===== config.mk =====
export PLATFORM = sky130hd
export DESIGN_NAME = rpn_stack_evaluator
export DESIGN_NICKNAME = d
export VERILOG_FILES = /design/src/design/rpn_pkg.sv /design/src/design/rpn_ram.sv /design/src/design/rpn_alu.sv /design/src/design/rpn_seq.sv /design/src/design/rpn_stack_evaluator.sv
export VERILOG_INCLUDE_DIRS = /design/src /design/src/design
export SDC_FILE = /design/constraint.sdc
export NUM_CORES = 2
export LEC_CHECK = 0
export BUFFER_PORTS_ARGS = -buffer_cell sky130_fd_sc_hd__buf_4
export CORE_AREA = 4 4 396 203
export DETAILED_ROUTE_END_ITERATION = 12
export DIE_AREA = 0 0 400 207
export GPL_ROUTABILITY_DRIVEN = 0
export PLACE_DENSITY = 0.77
export SLEW_MARGIN = 20
export SYNTH_ARGS = -nofsm -noshare
export SYNTH_HDL_FRONTEND = slang
export SYNTH_SLANG_ARGS = --single-unit

===== constraint.sdc =====
create_clock -name clk -period 6.9 [get_ports clk]
set_input_delay 0.69 -clock clk [delete_from_list [all_inputs] [get_ports clk]]
set_output_delay 0.69 -clock clk [all_outputs]
set_load 0.02 [all_outputs]

===== src/design/rpn_stack_evaluator_assert.svh =====
// Assertion macros used by the RPN stack evaluator sequencer, rpn_seq.
// Depends on signals named clk and rst_n in the module that uses them.
`ifndef RPN_STACK_EVALUATOR_ASSERT_SVH
`define RPN_STACK_EVALUATOR_ASSERT_SVH
`ifndef ASSERT_OFF
`define RPN_ASSERT(label, prop) \
    label: assert property (@(posedge clk) disable iff (!rst_n) (prop)) \
        else $error("rpn_stack_evaluator: assertion failed");
`define RPN_ASSERT_NEXT(label, ante, cons) \
    label: assert property (@(posedge clk) disable iff (!rst_n) (ante) |=> (cons)) \
        else $error("rpn_stack_evaluator: assertion failed");
`else
`define RPN_ASSERT(label, prop)
`define RPN_ASSERT_NEXT(label, ante, cons)
`endif
`endif


===== src/design/rpn_pkg.sv =====
// Shared types, constants and helper functions for the RPN stack evaluator.
// No dependencies; rpn_alu, rpn_seq and rpn_stack_evaluator import this package.
package rpn_pkg;

    localparam int STACK_DEPTH = 16;
    localparam int WORD_W      = 32;
    localparam int DEPTH_W     = $clog2(STACK_DEPTH + 1);
    localparam int ADDR_W      = $clog2(STACK_DEPTH);
    localparam int FUNC_W      = 3;
    localparam int LIMIT_W     = 5;
    localparam int OPND_W      = 32;
    localparam int OUT_DEPTH_W = 5;

    localparam logic [LIMIT_W-1:0] LIMIT_RESET = 5'd16;

    typedef enum logic [FUNC_W-1:0] {
        FN_PUSH = 3'd0,
        FN_ADD  = 3'd1,
        FN_SUB  = 3'd2,
        FN_MUL  = 3'd3,
        FN_END  = 3'd4
    } rpn_func_t;

    typedef enum logic [1:0] {
        STS_OK        = 2'd0,
        STS_OVERFLOW  = 2'd1,
        STS_UNDERFLOW = 2'd2,
        STS_BADEND    = 2'd3
    } rpn_status_t;

    typedef enum logic [1:0] {
        S_IDLE,
        S_DECODE,
        S_EXEC
    } rpn_state_t;

    typedef enum logic [1:0] {
        ALU_ADD,
        ALU_SUB,
        ALU_MUL
    } rpn_alu_op_t;

    typedef struct packed {
        logic        en;
        rpn_alu_op_t op;
    } rpn_alu_ctrl_t;

    typedef struct packed {
        logic              we;
        logic [ADDR_W-1:0] waddr;
        logic [WORD_W-1:0] wdata;
        logic [ADDR_W-1:0] raddr;
    } rpn_ram_req_t;

    // Limit of zero behaves as one; anything above the physical depth is clamped.
    function automatic logic [DEPTH_W-1:0] eff_limit(input logic [LIMIT_W-1:0] lim);
        logic [DEPTH_W-1:0] r;
        if (lim == '0)
            r = DEPTH_W'(1);
        else if (int'(lim) > STACK_DEPTH)
            r = DEPTH_W'(STACK_DEPTH);
        else
            r = DEPTH_W'(lim);
        return r;
    endfunction

endpackage


===== src/design/rpn_ram.sv =====
// Generic single-write, single-read RAM with registered read data.
// No dependencies.
module rpn_ram #(
    parameter int WIDTH = 32,
    parameter int DEPTH = 16
) (
    input  logic                     clk,
    input  logic                     we,
    input  logic [$clog2(DEPTH)-1:0] waddr,
    input  logic [WIDTH-1:0]         wdata,
    input  logic [$clog2(DEPTH)-1:0] raddr,
    output logic [WIDTH-1:0]         rdata
);

    logic [WIDTH-1:0] mem [DEPTH];
    logic [WIDTH-1:0] rdata_reg;

    always_ff @(posedge clk)
    begin
        if (we)
            mem[waddr] <= wdata;
        rdata_reg <= mem[raddr];
    end

    assign rdata = rdata_reg;

endmodule


===== src/design/rpn_alu.sv =====
// Shared arithmetic unit: add, subtract or multiply, result registered.
// Depends on rpn_pkg.
module rpn_alu
    import rpn_pkg::*;
(
    input  logic              clk,
    input  rpn_alu_ctrl_t     ctrl,
    input  logic [WORD_W-1:0] a,
    input  logic [WORD_W-1:0] b,
    output logic [WORD_W-1:0] result
);

    logic [WORD_W-1:0] result_reg;
    logic [WORD_W-1:0] result_next;

    always_comb
    begin
        case (ctrl.op)
            ALU_ADD: result_next = a + b;
            ALU_SUB: result_next = a - b;
            ALU_MUL: result_next = WORD_W'(a * b);
            default: result_next = a;
        endcase
    end

    always_ff @(posedge clk)
    begin
        if (ctrl.en)
            result_reg <= result_next;
    end

    assign result = result_reg;

endmodule


===== src/design/rpn_seq.sv =====
// Sequencer: stack pointer, top-of-stack register, limit register and result registers.
// Depends on rpn_pkg and rpn_stack_evaluator_assert.svh.
`include "rpn_stack_evaluator_assert.svh"

module rpn_seq
    import rpn_pkg::*;
(
    input  logic               clk,
    input  logic               rst_n,
    input  logic               start,
    output logic               busy,
    input  logic [FUNC_W-1:0]  func,
    input  logic [WORD_W-1:0]  operand_word,
    input  logic               limit_we,
    input  logic [LIMIT_W-1:0] limit_wdata,
    output rpn_ram_req_t       ram_req,
    input  logic [WORD_W-1:0]  ram_rdata,
    output rpn_alu_ctrl_t      alu_ctrl,
    output logic [WORD_W-1:0]  alu_a,
    output logic [WORD_W-1:0]  alu_b,
    input  logic [WORD_W-1:0]  alu_result,
    output logic               done,
    output logic [1:0]         status,
    output logic [WORD_W-1:0]  shown,
    output logic [DEPTH_W-1:0] depth
);

    rpn_state_t         state_reg, state_next;
    logic [DEPTH_W-1:0] depth_reg, depth_next;
    logic [LIMIT_W-1:0] limit_reg;
    logic               done_reg, done_next;
    rpn_status_t        status_reg, status_next;
    logic [WORD_W-1:0]  shown_reg, shown_next;
    logic [WORD_W-1:0]  top_reg, top_next;
    logic [FUNC_W-1:0]  func_reg, func_next;
    logic [WORD_W-1:0]  operand_reg, operand_next;

    always_ff @(posedge clk or negedge rst_n)
    begin
        if (!rst_n)
        begin
            state_reg <= S_IDLE;
            depth_reg <= '0;
            limit_reg <= LIMIT_RESET;
            done_reg  <= 1'b0;
        end
        else
        begin
            state_reg <= state_next;
            depth_reg <= depth_next;
            done_reg  <= done_next;
            if (limit_we)
                limit_reg <= limit_wdata;
        end
    end

    always_ff @(posedge clk)
    begin
        status_reg  <= status_next;
        shown_reg   <= shown_next;
        top_reg     <= top_next;
        func_reg    <= func_next;
        operand_reg <= operand_next;
    end

    always_comb
    begin
        state_next   = state_reg;
        depth_next   = depth_reg;
        done_next    = 1'b0;
        status_next  = status_reg;
        shown_next   = shown_reg;
        top_next     = top_reg;
        func_next    = func_reg;
        operand_next = operand_reg;

        // The RAM holds every entry below the top; the top lives in top_reg.
        ram_req.we    = 1'b0;
        ram_req.waddr = ADDR_W'(depth_reg - DEPTH_W'(1));
        ram_req.wdata = top_reg;
        ram_req.raddr = ADDR_W'(depth_reg - DEPTH_W'(2));

        alu_ctrl.en = 1'b0;
        alu_ctrl.op = ALU_ADD;
        alu_a       = ram_rdata;
        alu_b       = top_reg;

        case (state_reg)
            S_IDLE:
            begin
                if (start)
                begin
                    func_next    = func;
                    operand_next = operand_word;
                    state_next   = S_DECODE;
                end
            end
            S_DECODE:
            begin
                state_next  = S_IDLE;
                done_next   = 1'b1;
                status_next = STS_OK;
                case (func_reg)
                    FN_PUSH:
                    begin
                        if (depth_reg >= eff_limit(limit_reg))
                        begin
                            status_next = STS_OVERFLOW;
                            shown_next  = (depth_reg == '0) ? '0 : top_reg;
                        end
                        else
                        begin
                            ram_req.we = (depth_reg != '0);
                            top_next   = operand_reg;
                            shown_next = operand_reg;
                            depth_next = depth_reg + DEPTH_W'(1);
                        end
                    end
                    FN_ADD, FN_SUB, FN_MUL:
                    begin
                        if (depth_reg < DEPTH_W'(2))
                        begin
                            status_next = STS_UNDERFLOW;
                            depth_next  = '0;
                            shown_next  = '0;
                        end
                        else
                        begin
                            alu_ctrl.en = 1'b1;
                            case (func_reg)
                                FN_ADD:  alu_ctrl.op = ALU_ADD;
                                FN_SUB:  alu_ctrl.op = ALU_SUB;
                                default: alu_ctrl.op = ALU_MUL;
                            endcase
                            done_next  = 1'b0;
                            state_next = S_EXEC;
                        end
                    end
                    FN_END:
                    begin
                        if (depth_reg == DEPTH_W'(1))
                            shown_next = top_reg;
                        else
                        begin
                            status_next = STS_BADEND;
                            shown_next  = '0;
                        end
                        depth_next = '0;
                    end
                    default:
                    begin
                        shown_next = (depth_reg == '0) ? '0 : top_reg;
                    end
                endcase
            end
            S_EXEC:
            begin
                top_next   = alu_result;
                shown_next = alu_result;
                depth_next = depth_reg - DEPTH_W'(1);
                done_next  = 1'b1;
                state_next = S_IDLE;
            end
            default:
            begin
                state_next = S_IDLE;
            end
        endcase
    end

    assign busy   = (state_reg != S_IDLE);
    assign done   = done_reg;
    assign status = status_reg;
    assign shown  = shown_reg;
    assign depth  = depth_reg;

    `RPN_ASSERT(a_depth_bound, depth_reg <= DEPTH_W'(STACK_DEPTH))
    `RPN_ASSERT(a_done_source,
        !done_reg || $past(state_reg) == S_DECODE || $past(state_reg) == S_EXEC)
    `RPN_ASSERT_NEXT(a_accept_decode, start && state_reg == S_IDLE, state_reg == S_DECODE)
    `RPN_ASSERT(a_overflow_keeps_depth,
        !(done_reg && status_reg == STS_OVERFLOW) || $stable(depth_reg))
    `RPN_ASSERT(a_underflow_clears,
        !(done_reg && status_reg == STS_UNDERFLOW) || (depth_reg == '0 && shown_reg == '0))

endmodule


===== src/design/rpn_stack_evaluator.sv =====
// Reverse Polish integer evaluator on a bounded stack: ports and unit wiring.
// Depends on rpn_pkg, rpn_ram, rpn_alu and rpn_seq.
//
// Usage: raise start with func and operand while busy is low; the token is
// taken at that clock edge. func selects push, add, subtract, multiply or end
// of expression. Exactly one result follows per token: done is high for one
// cycle with status, top_value and depth valid in that same cycle. The
// receiver cannot stall, so the result must be captured while done is high.
// For push, end, unused codes and any operation with fewer than two entries,
// done is registered from the decode state. Add, subtract and multiply on two
// or more entries go from the decode state to the execute state, and done is
// registered from there. The entry below the top is read from the stack RAM,
// and the shared ALU result is registered before write-back. busy is high from
// acceptance until the result cycle, and a new token may already be taken in
// that cycle. The user must write the stack_limit register through
// stack_limit_we and stack_limit only while idle; the block does not enforce it.
// Reset empties the stack and sets the limit to 16. Stack RAM is not cleared.
module rpn_stack_evaluator
    import rpn_pkg::*;
(
    input  logic                       clk,
    input  logic                       rst_n,
    input  logic                       start,
    output logic                       busy,
    input  logic [FUNC_W-1:0]          func,
    input  logic signed [OPND_W-1:0]   operand,
    input  logic                       stack_limit_we,
    input  logic [LIMIT_W-1:0]         stack_limit,
    output logic                       done,
    output logic [1:0]                 status,
    output logic signed [OPND_W-1:0]   top_value,
    output logic [OUT_DEPTH_W-1:0]     depth
);

    rpn_ram_req_t       ram_req;
    logic [WORD_W-1:0]  ram_rdata;
    rpn_alu_ctrl_t      alu_ctrl;
    logic [WORD_W-1:0]  alu_a;
    logic [WORD_W-1:0]  alu_b;
    logic [WORD_W-1:0]  alu_result;
    logic [WORD_W-1:0]  operand_word;
    logic [WORD_W-1:0]  shown;
    logic [DEPTH_W-1:0] depth_int;

    assign operand_word = WORD_W'(operand);

    rpn_seq u_seq (
        .clk          (clk),
        .rst_n        (rst_n),
        .start        (start),
        .busy         (busy),
        .func         (func),
        .operand_word (operand_word),
        .limit_we     (stack_limit_we),
        .limit_wdata  (stack_limit),
        .ram_req      (ram_req),
        .ram_rdata    (ram_rdata),
        .alu_ctrl     (alu_ctrl),
        .alu_a        (alu_a),
        .alu_b        (alu_b),
        .alu_result   (alu_result),
        .done         (done),
        .status       (status),
        .shown        (shown),
        .depth        (depth_int)
    );

    rpn_ram #(
        .WIDTH (WORD_W),
        .DEPTH (STACK_DEPTH)
    ) u_ram (
        .clk   (clk),
        .we    (ram_req.we),
        .waddr (ram_req.waddr),
        .wdata (ram_req.wdata),
        .raddr (ram_req.raddr),
        .rdata (ram_rdata)
    );

    rpn_alu u_alu (
        .clk    (clk),
        .ctrl   (alu_ctrl),
        .a      (alu_a),
        .b      (alu_b),
        .result (alu_result)
    );

    // The 32-bit word is cast to the 32-bit port and passes through unchanged.
    assign top_value = OPND_W'(shown);
    assign depth     = OUT_DEPTH_W'(depth_int);

endmodule

# ---- Word-level counts from Yosys, hierarchy flattened
# Memories as Yosys holds them, arrays and structs flattened. A register that Yosys moved wholly into a read port is not among the register bits.
# Index checks and enable logic that the tools add are counted.
dict set report classes {
  n_reduce_logical 13
  addsub 5
  n_eq_ne 15
  order_cmp 3
  multipliers 1
  muxes 38
}
# cell n
set op_table {}
lappend op_table {{32-bit 2-to-1 mux} 6}
lappend op_table {{32-bit case mux with 3 select lines} 2}
lappend op_table {{32-bit case mux with 2 select lines} 2}
lappend op_table {{32-bit adder} 1}
lappend op_table {{32-bit by 32-bit multiplier with 32-bit output} 1}
lappend op_table {{32-bit subtractor} 1}
lappend op_table {{5-bit 2-to-1 mux} 6}
lappend op_table {{5-bit case mux with 3 select lines} 1}
lappend op_table {{5-bit logical NOT} 2}
lappend op_table {{2-bit 2-to-1 mux} 5}
lappend op_table {{5-bit case mux with 2 select lines} 1}
lappend op_table {{3-bit 2-to-1 mux} 3}
lappend op_table {{1-bit 2-to-1 mux} 8}
lappend op_table {{2-bit case mux with 2 select lines} 2}
lappend op_table {{3-bit by 2-bit equality test with 1-bit output, second input constant} 2}
lappend op_table {{2-bit inequality test, second input constant} 3}
lappend op_table {{2-bit case mux with 3 select lines} 1}
lappend op_table {{5-bit by 1-bit adder with 5-bit output, second input constant} 1}
lappend op_table {{5-bit by 1-bit equality test with 1-bit output, second input constant} 1}
lappend op_table {{5-bit greater-or-equal comparator} 1}
lappend op_table {{5-bit > comparator, second input constant} 1}
lappend op_table {{5-bit by 2-bit < comparator with 1-bit output, second input constant} 1}
lappend op_table {{5-bit nonzero test} 1}
lappend op_table {{5-bit by 1-bit subtractor with 5-bit output, second input constant} 1}
lappend op_table {{other kinds (16)} 21}
dict set report word_totals {
  n_memories 1
  input_bits 44
  output_inout_bits 41
  reg_bits 146
  ram_bits 512
  wordCells 86
}
# name depth word_bits rd rd_ports_with_merged_regs wr line_no
set mem_list {}
lappend mem_list {u_ram.mem 16 32 1 1 1 rpn_ram.sv:15} ;# logic [WIDTH-1:0] mem [DEPTH];

# ---- Depth between registers and ports, before layout
dict set report depth {
  depth_word 11
  depth_mapped 27
  depth_no_buf 25
}

# ---- Cells and area by module
# From an unflattened synthesis, not the netlist that was laid out.
dict set report hier_totals {
  cells_unflattened 3471
  hier_area_um2 44950.6
}
# module cells_per_inst seq_area_each_um2 area_per_inst_um2 n_inst
set modules_own_cells {}
lappend modules_own_cells {rpn_ram 838 16015.4 19835.3 1}
lappend modules_own_cells {rpn_alu 2194 960.9 19429.9 1}
lappend modules_own_cells {rpn_seq 439 3359.5 5685.5 1}

# ---- Worst setup path before layout
# OpenSTA, ideal clock, no wires.
dict set report synth_path {
  kind {register to register}
  start {register u_seq.top_reg[6] (netlist: u_seq.alu_b[6])}
  end {register u_alu.result_reg[30] (netlist: u_alu.result[30]) (data pin)}
  setup_time_ns 0.272
  path_stages_with_launch 26
  path_slack_ns -0.429
  t_arrival_ns 7.057
  required_time_ns 6.628
  synth_period_minus_slack_ns 7.329
  path_buffers 2
  cell_sequence {edfxtp_1 > clkbuf_1 > clkbuf_1 > and2_1 > fa_1 > fa_1 > fa_1 > inv_1 > fa_1 > inv_1 > fa_1 > inv_1 > fa_1 > inv_1 > fa_1 > fa_1 > ha_1 > a41oi_1 > o21ai_0 > a21oi_1 > o21ai_0 > a21o_1 > a41o_1 > o41a_1 > xnor2_1 > mux2i_1}
}
dict set report synth_via {
  elab_chain_len 2
  word_cells_on_any_way 4
  cone_classes {2 x add/sub; 1 x mul; 1 x mux}
}
# item line_no
set synth_lines {}
lappend synth_lines {{from (decl)} rpn_seq.sv:34} ;# logic [WORD_W-1:0] top_reg, top_next;
lappend synth_lines {{from (signal assigned)} rpn_seq.sv:61} ;# top_reg <= top_next;
lappend synth_lines {{32-bit by 32-bit multiplier with 32-bit output (tied with other cells)} rpn_alu.sv:21} ;# ALU_MUL: result_next = WORD_W'(a * b);
lappend synth_lines {{32-bit case mux with 3 select lines *} rpn_alu.sv:18} ;# case (ctrl.op)
lappend synth_lines {{named net u_alu.result_next[30]} rpn_alu.sv:14} ;# logic [WORD_W-1:0] result_next;
lappend synth_lines {{to (signal assigned)} rpn_alu.sv:29} ;# result_reg <= result_next;
lappend synth_lines {{to (decl)} rpn_alu.sv:13} ;# logic [WORD_W-1:0] result_reg;
# Mark *: on every way through the listed nets, which the timed path passes. The rest lies on a longest branch.
# A chain may end at the register's enable or synchronous reset.

# ---- Worst setup path after layout
dict set report layout_path {
  start {register u_seq.top_reg[7] (netlist: u_seq.alu_b[7])}
  end {register u_alu.result_reg[30] (netlist: u_alu.result[30]) (data pin)}
}
# The elaborated chain is that of the path after synthesis.

==> impl_results.rst <==
.. list-table::
   :header-rows: 1

   * - Metric
     - Value
   * - Maximum operating frequency
     - 0.1395 GHz
   * - Area of the mapped netlist
     - 0.04413 sq mm
   * - Final critical-path share of the clock period
     - 103.9%
   * - Via count of the first global-routing pass
     - 29,201
   * - Count of flip-flops with a built-in enable after synthesis
     - 645
   * - Startpoint of the tightest hold check path
     - operand[25]
   * - Simple logic cell fraction of the synthesized area
     - 9.251%
   * - Post-route minimum period
     - 7.170 ns
   * - Setup repair after global routing missed its margin
     - true
   * - Clock skew
     - 0.03219 ns
   * - First-pass GRT wire length
     - 189.3 mm
   * - Finish-stage setup viols
     - 10
   * - Setup slack of the most critical reg-to-reg path
     - -0.27 ns
   * - Reg2Reg Capture Point
     - u_alu.result[30]
   * - H-tree lvl count
     - 2
   * - Die Wd
     - 400 microns
   * - Routed len/inst
     - 27.00 microns
   * - Hpwl dp
     - 88.99 mm
   * - Asr flop ratio synth
     - 1.884%
   * - Ratio of cells with drive above 1 in the final layout
     - 22.08%
   * - Cell accounting for the most synthesized area
     - sky130_fd_sc_hd__edfxtp_1
   * - Syn Inst Count
     - 3,323
   * - Rows
     - 72
   * - Multiplexer area fraction after synthesis
     - 8.426%
   * - R2R depth
     - 22
   * - Count of nets after finishing
     - 4,213
   * - Die area
     - 0.08280 sq mm
   * - Critical Path Fanout Max
     - 5
   * - Largest family of logic cells by synthesized area
     - adder cells
   * - Launching element of the worst setup path
     - u_seq.alu_b[7]
   * - Sink of the worst hold path
     - u_seq.operand_reg[25]
   * - Launch point of the worst reg-to-reg path
     - u_seq.alu_b[7]
   * - Crit path arrival time
     - 7.56 ns
   * - Most used flip-flop cell after synthesis
     - sky130_fd_sc_hd__edfxtp_1
   * - Port-buffer cells
     - 84
   * - Initial DRT Pass Iterations
     - 6
   * - Number of antenna violations at the first check in global routing
     - 1
   * - Path type of the worst min-delay path
     - input port to flip-flop
   * - Post-Syn Nets
     - 3,949
   * - Pins over their slew limit
     - 0
   * - Number of buffers created by CTS
     - 57
   * - Clock Path Buffers
     - 3
   * - Initial Utilization
     - 57.56%
   * - Area growth from synthesis to final layout
     - 15.31%
   * - Transition time at the pin with the least slew margin
     - 1.098 ns
   * - Synthesized-area fraction occupied by ao, oa, aoi and oai cells
     - 4.664%
   * - Final Hold Viols
     - 0
   * - Final wirelength
     - 126.2 mm
   * - CP startpoint kind
     - flip-flop
   * - Yosys top cell area share
     - 43.89%
   * - Sequential fraction of the synthesis area
     - 46.08%
   * - Synth unique cells
     - 75
   * - Post-layout instance count excluding filler cells
     - 4,673
   * - Max reg flops
     - 512
   * - Number of flip-flops and latches in the synthesized netlist
     - 690
   * - Number of placed instances, taps included
     - 4,542
   * - Number of maximum-capacitance violations
     - 0
   * - DP Worst Slack
     - -0.4135 ns
   * - Required time of the worst setup path
     - 7.29 ns
   * - Post-layout worst setup margin
     - -0.2704 ns
   * - Parity-gate share of the synthesized area counting xor and xnor cells
     - 2.898%
   * - Post-synthesis share of cell area spent on full adders, half adders and majority gates
     - 23.46%
   * - YS warnings
     - 0
   * - Routed Antenna Nets
     - 0
   * - Hold Path Depth
     - 1
   * - Clock transition at path regs
     - 0.07 ns
   * - Total routing resource utilization after global routing
     - 31.06%
   * - Avg Synthesized Cell Area
     - 13.28 sq um
   * - Clock latency of the later-clocked register in the worst-skew pair
     - 0.66 ns
   * - Total core area
     - 0.07666 sq mm
   * - Outcome
     - complete, but fails checks
   * - Height of the chip
     - 207 microns
   * - Min Hold Slack
     - 0.2029 ns
   * - Crit path kind
     - flip-flop to flip-flop
   * - Worst max-slew margin expressed relative to the limit
     - 26.60%
   * - Overall overflow remaining after global route
     - 0
   * - Vias post-DR
     - 28,409
   * - Top Ports
     - 85
   * - Iter 0 DRT Violations
     - 3,634
   * - CTS Root Cell
     - sky130_fd_sc_hd__clkbuf_16
   * - Pin count of the biggest net entering global routing
     - 75
   * - Endpoint kind of the worst setup timing path
     - flip-flop
   * - Violated checks
     - setup timing
   * - CTS tree
     - built
   * - Ratio of routed vias to standard cells
     - 6.079
   * - Largest Register
     - u_ram.mem
   * - Top post-synthesis cells by area
     - sky130_fd_sc_hd__edfxtp_1, sky130_fd_sc_hd__fa_1, sky130_fd_sc_hd__mux4_2, sky130_fd_sc_hd__ha_1, sky130_fd_sc_hd__and2_1
   * - Number of DRC violations after detailed routing
     - 0
   * - Sink Count
     - 690
==> per-stage QoR <==
| stage | setup TNS, ns | utilization, % | instance area [sq um] |
|---|---|---|---|
| 2_1_floorplan | -0.1293 | - | 44260 |
| 3_3_place_gp | -1.052 | 62.54 | 47950 |
| 3_5_place_dp | -2.505 | 62.54 | 47950 |
| 4_1_cts | -0.8679 | 65.84 | 50480 |
| 5_1_grt | -3.553 | 66.37 | 50890 |
| 6_report | -1.351 | 66.38 | 50890 |
==> layer usage <==
metal  wire, microns  up-vias  track usage, %  share of wire, %
met4            3579        6           7.028               2.8
met3           19230      225           12.14                15
met1           50820    14325           46.99                40
met2           52360     2032           42.58                42
li1                -    11821               -                 -
met5             172        -           1.382              0.14
==> worst max path at each step <==
stage | slack, ns | endpoint
global placement | -0.24 | u_alu.result[29]
CTS | -0.17 | u_alu.result[30]
finish | -0.27 | u_alu.result[30]
detailed placement | -0.41 | u_alu.result[30]
global route | -0.47 | u_alu.result[30]
floorplan | -0.09 | u_alu.result[30]
==> cells by family (layout without fill, tap and decap cells) <==
family | after synthesis | count (layout)
adders and majority gates | 582 | 582
DFF | 690 | 690
xor gates and xnor gates | 146 | 146
muxes | 171 | 171
other | 0 | 1
buffers and inverters | 608 | 921
AOI/OAI and AO/OA | 330 | 330
and+or+nand+nor | 796 | 796
==> critical path, cell delays in order, from the launching register on <==
cell and delay, ns:
sky130_fd_sc_hd__edfxtp_1 0.52, sky130_fd_sc_hd__buf_6 0.18, sky130_fd_sc_hd__and2_1 0.16, sky130_fd_sc_hd__fa_1 0.57, sky130_fd_sc_hd__fa_2 0.44, sky130_fd_sc_hd__fa_1 0.48
sky130_fd_sc_hd__inv_1 0.05, sky130_fd_sc_hd__fa_1 0.54, sky130_fd_sc_hd__inv_1 0.05, sky130_fd_sc_hd__fa_1 0.44, sky130_fd_sc_hd__fa_1 0.51, sky130_fd_sc_hd__fa_1 0.47
sky130_fd_sc_hd__fa_1 0.62, sky130_fd_sc_hd__ha_4 0.24, sky130_fd_sc_hd__a41oi_2 0.20, sky130_fd_sc_hd__o21ai_2 0.11, sky130_fd_sc_hd__a21oi_2 0.16, sky130_fd_sc_hd__o21ai_1 0.08
sky130_fd_sc_hd__a21o_1 0.23, sky130_fd_sc_hd__a41o_1 0.24, sky130_fd_sc_hd__o41a_1 0.34, sky130_fd_sc_hd__xnor2_1 0.18, sky130_fd_sc_hd__mux2i_1 0.08
==> cell type report <==
class | instances | area, sq um
inverter | 436 | 1637
multi-input combinational | 2025 | 22400
sequential | 690 | 20350
timing repair buffer | 377 | 3183
antenna | 1 | 2.502
fill | 5248 | 25780
tap | 1036 | 1296
clock inverter | 34 | 419.2
clock buffer | 74 | 1602
==> cell usage in the layout, fill, tap and decap left out, types with 9 or more instances in the layout <==
cell type	instances
sky130_fd_sc_hd__clkbuf_8	9
sky130_fd_sc_hd__and2_1	301
sky130_fd_sc_hd__edfxtp_1	645
sky130_fd_sc_hd__ha_1	154
sky130_fd_sc_hd__mux4_2	160
sky130_fd_sc_hd__xnor2_1	85
sky130_fd_sc_hd__nor3_1	13
sky130_fd_sc_hd__fa_2	11
sky130_fd_sc_hd__nand3_1	12
sky130_fd_sc_hd__nand2b_1	9
sky130_fd_sc_hd__a21oi_1	56
sky130_fd_sc_hd__o21a_1	12
sky130_fd_sc_hd__a22oi_1	32
sky130_fd_sc_hd__dfxtp_1	27
sky130_fd_sc_hd__xor2_1	47
sky130_fd_sc_hd__clkinv_2	10
sky130_fd_sc_hd__clkbuf_16	58
sky130_fd_sc_hd__a21o_1	17
sky130_fd_sc_hd__buf_6	12
sky130_fd_sc_hd__nor2_4	20
sky130_fd_sc_hd__nand2_1	315
sky130_fd_sc_hd__fa_1	398
sky130_fd_sc_hd__and2_4	11
sky130_fd_sc_hd__inv_1	433
sky130_fd_sc_hd__or3_1	12
sky130_fd_sc_hd__buf_12	22
sky130_fd_sc_hd__ha_4	19
sky130_fd_sc_hd__nor2_1	48
sky130_fd_sc_hd__buf_4	339
sky130_fd_sc_hd__o21ai_0	104
sky130_fd_sc_hd__o21ai_1	11
sky130_fd_sc_hd__a21oi_2	13
sky130_fd_sc_hd__dfrtp_1	10
sky130_fd_sc_hd__o31ai_1	13
==> cell usage after synthesis (4+ instances only) <==
library cell	instances
sky130_fd_sc_hd__a211o_1	4
sky130_fd_sc_hd__a21boi_0	4
sky130_fd_sc_hd__a21o_1	17
sky130_fd_sc_hd__a21oi_1	77
sky130_fd_sc_hd__a22oi_1	32
sky130_fd_sc_hd__a31oi_1	4
sky130_fd_sc_hd__and2_1	313
sky130_fd_sc_hd__and3_1	9
sky130_fd_sc_hd__buf_1	15
sky130_fd_sc_hd__buf_2	11
sky130_fd_sc_hd__clkbuf_1	145
sky130_fd_sc_hd__dfrtp_1	12
sky130_fd_sc_hd__dfxtp_1	32
sky130_fd_sc_hd__edfxtp_1	645
sky130_fd_sc_hd__fa_1	409
sky130_fd_sc_hd__ha_1	173
sky130_fd_sc_hd__inv_1	436
sky130_fd_sc_hd__mux2_2	4
sky130_fd_sc_hd__mux2i_1	7
sky130_fd_sc_hd__mux4_2	160
sky130_fd_sc_hd__nand2_1	318
sky130_fd_sc_hd__nand2b_1	9
sky130_fd_sc_hd__nand3_1	14
sky130_fd_sc_hd__nor2_1	70
sky130_fd_sc_hd__nor2b_1	7
sky130_fd_sc_hd__nor3_1	15
sky130_fd_sc_hd__o2111ai_1	4
sky130_fd_sc_hd__o211ai_1	5
sky130_fd_sc_hd__o21a_1	12
sky130_fd_sc_hd__o21ai_0	112
sky130_fd_sc_hd__o21ai_1	9
sky130_fd_sc_hd__o21bai_1	7
sky130_fd_sc_hd__o31ai_1	14
sky130_fd_sc_hd__or2_2	4
sky130_fd_sc_hd__or3_1	12
sky130_fd_sc_hd__xnor2_1	95
sky130_fd_sc_hd__xor2_1	51
==> timing repair <==
item | 4_1_cts | 5_1_grt
buffers inserted | 16 | 5
endpoints found under the setup margin | 12 | 17
hold buffers | 1 | 0
pin swaps | 83 | 49
gates resized for setup | 78 | 61
cloned | 1 | 1
hold endpoints to repair | 12 | 0
Power is not shown: default switching activity piles up to over one toggle a cycle in this logic, so the estimate is an artifact.
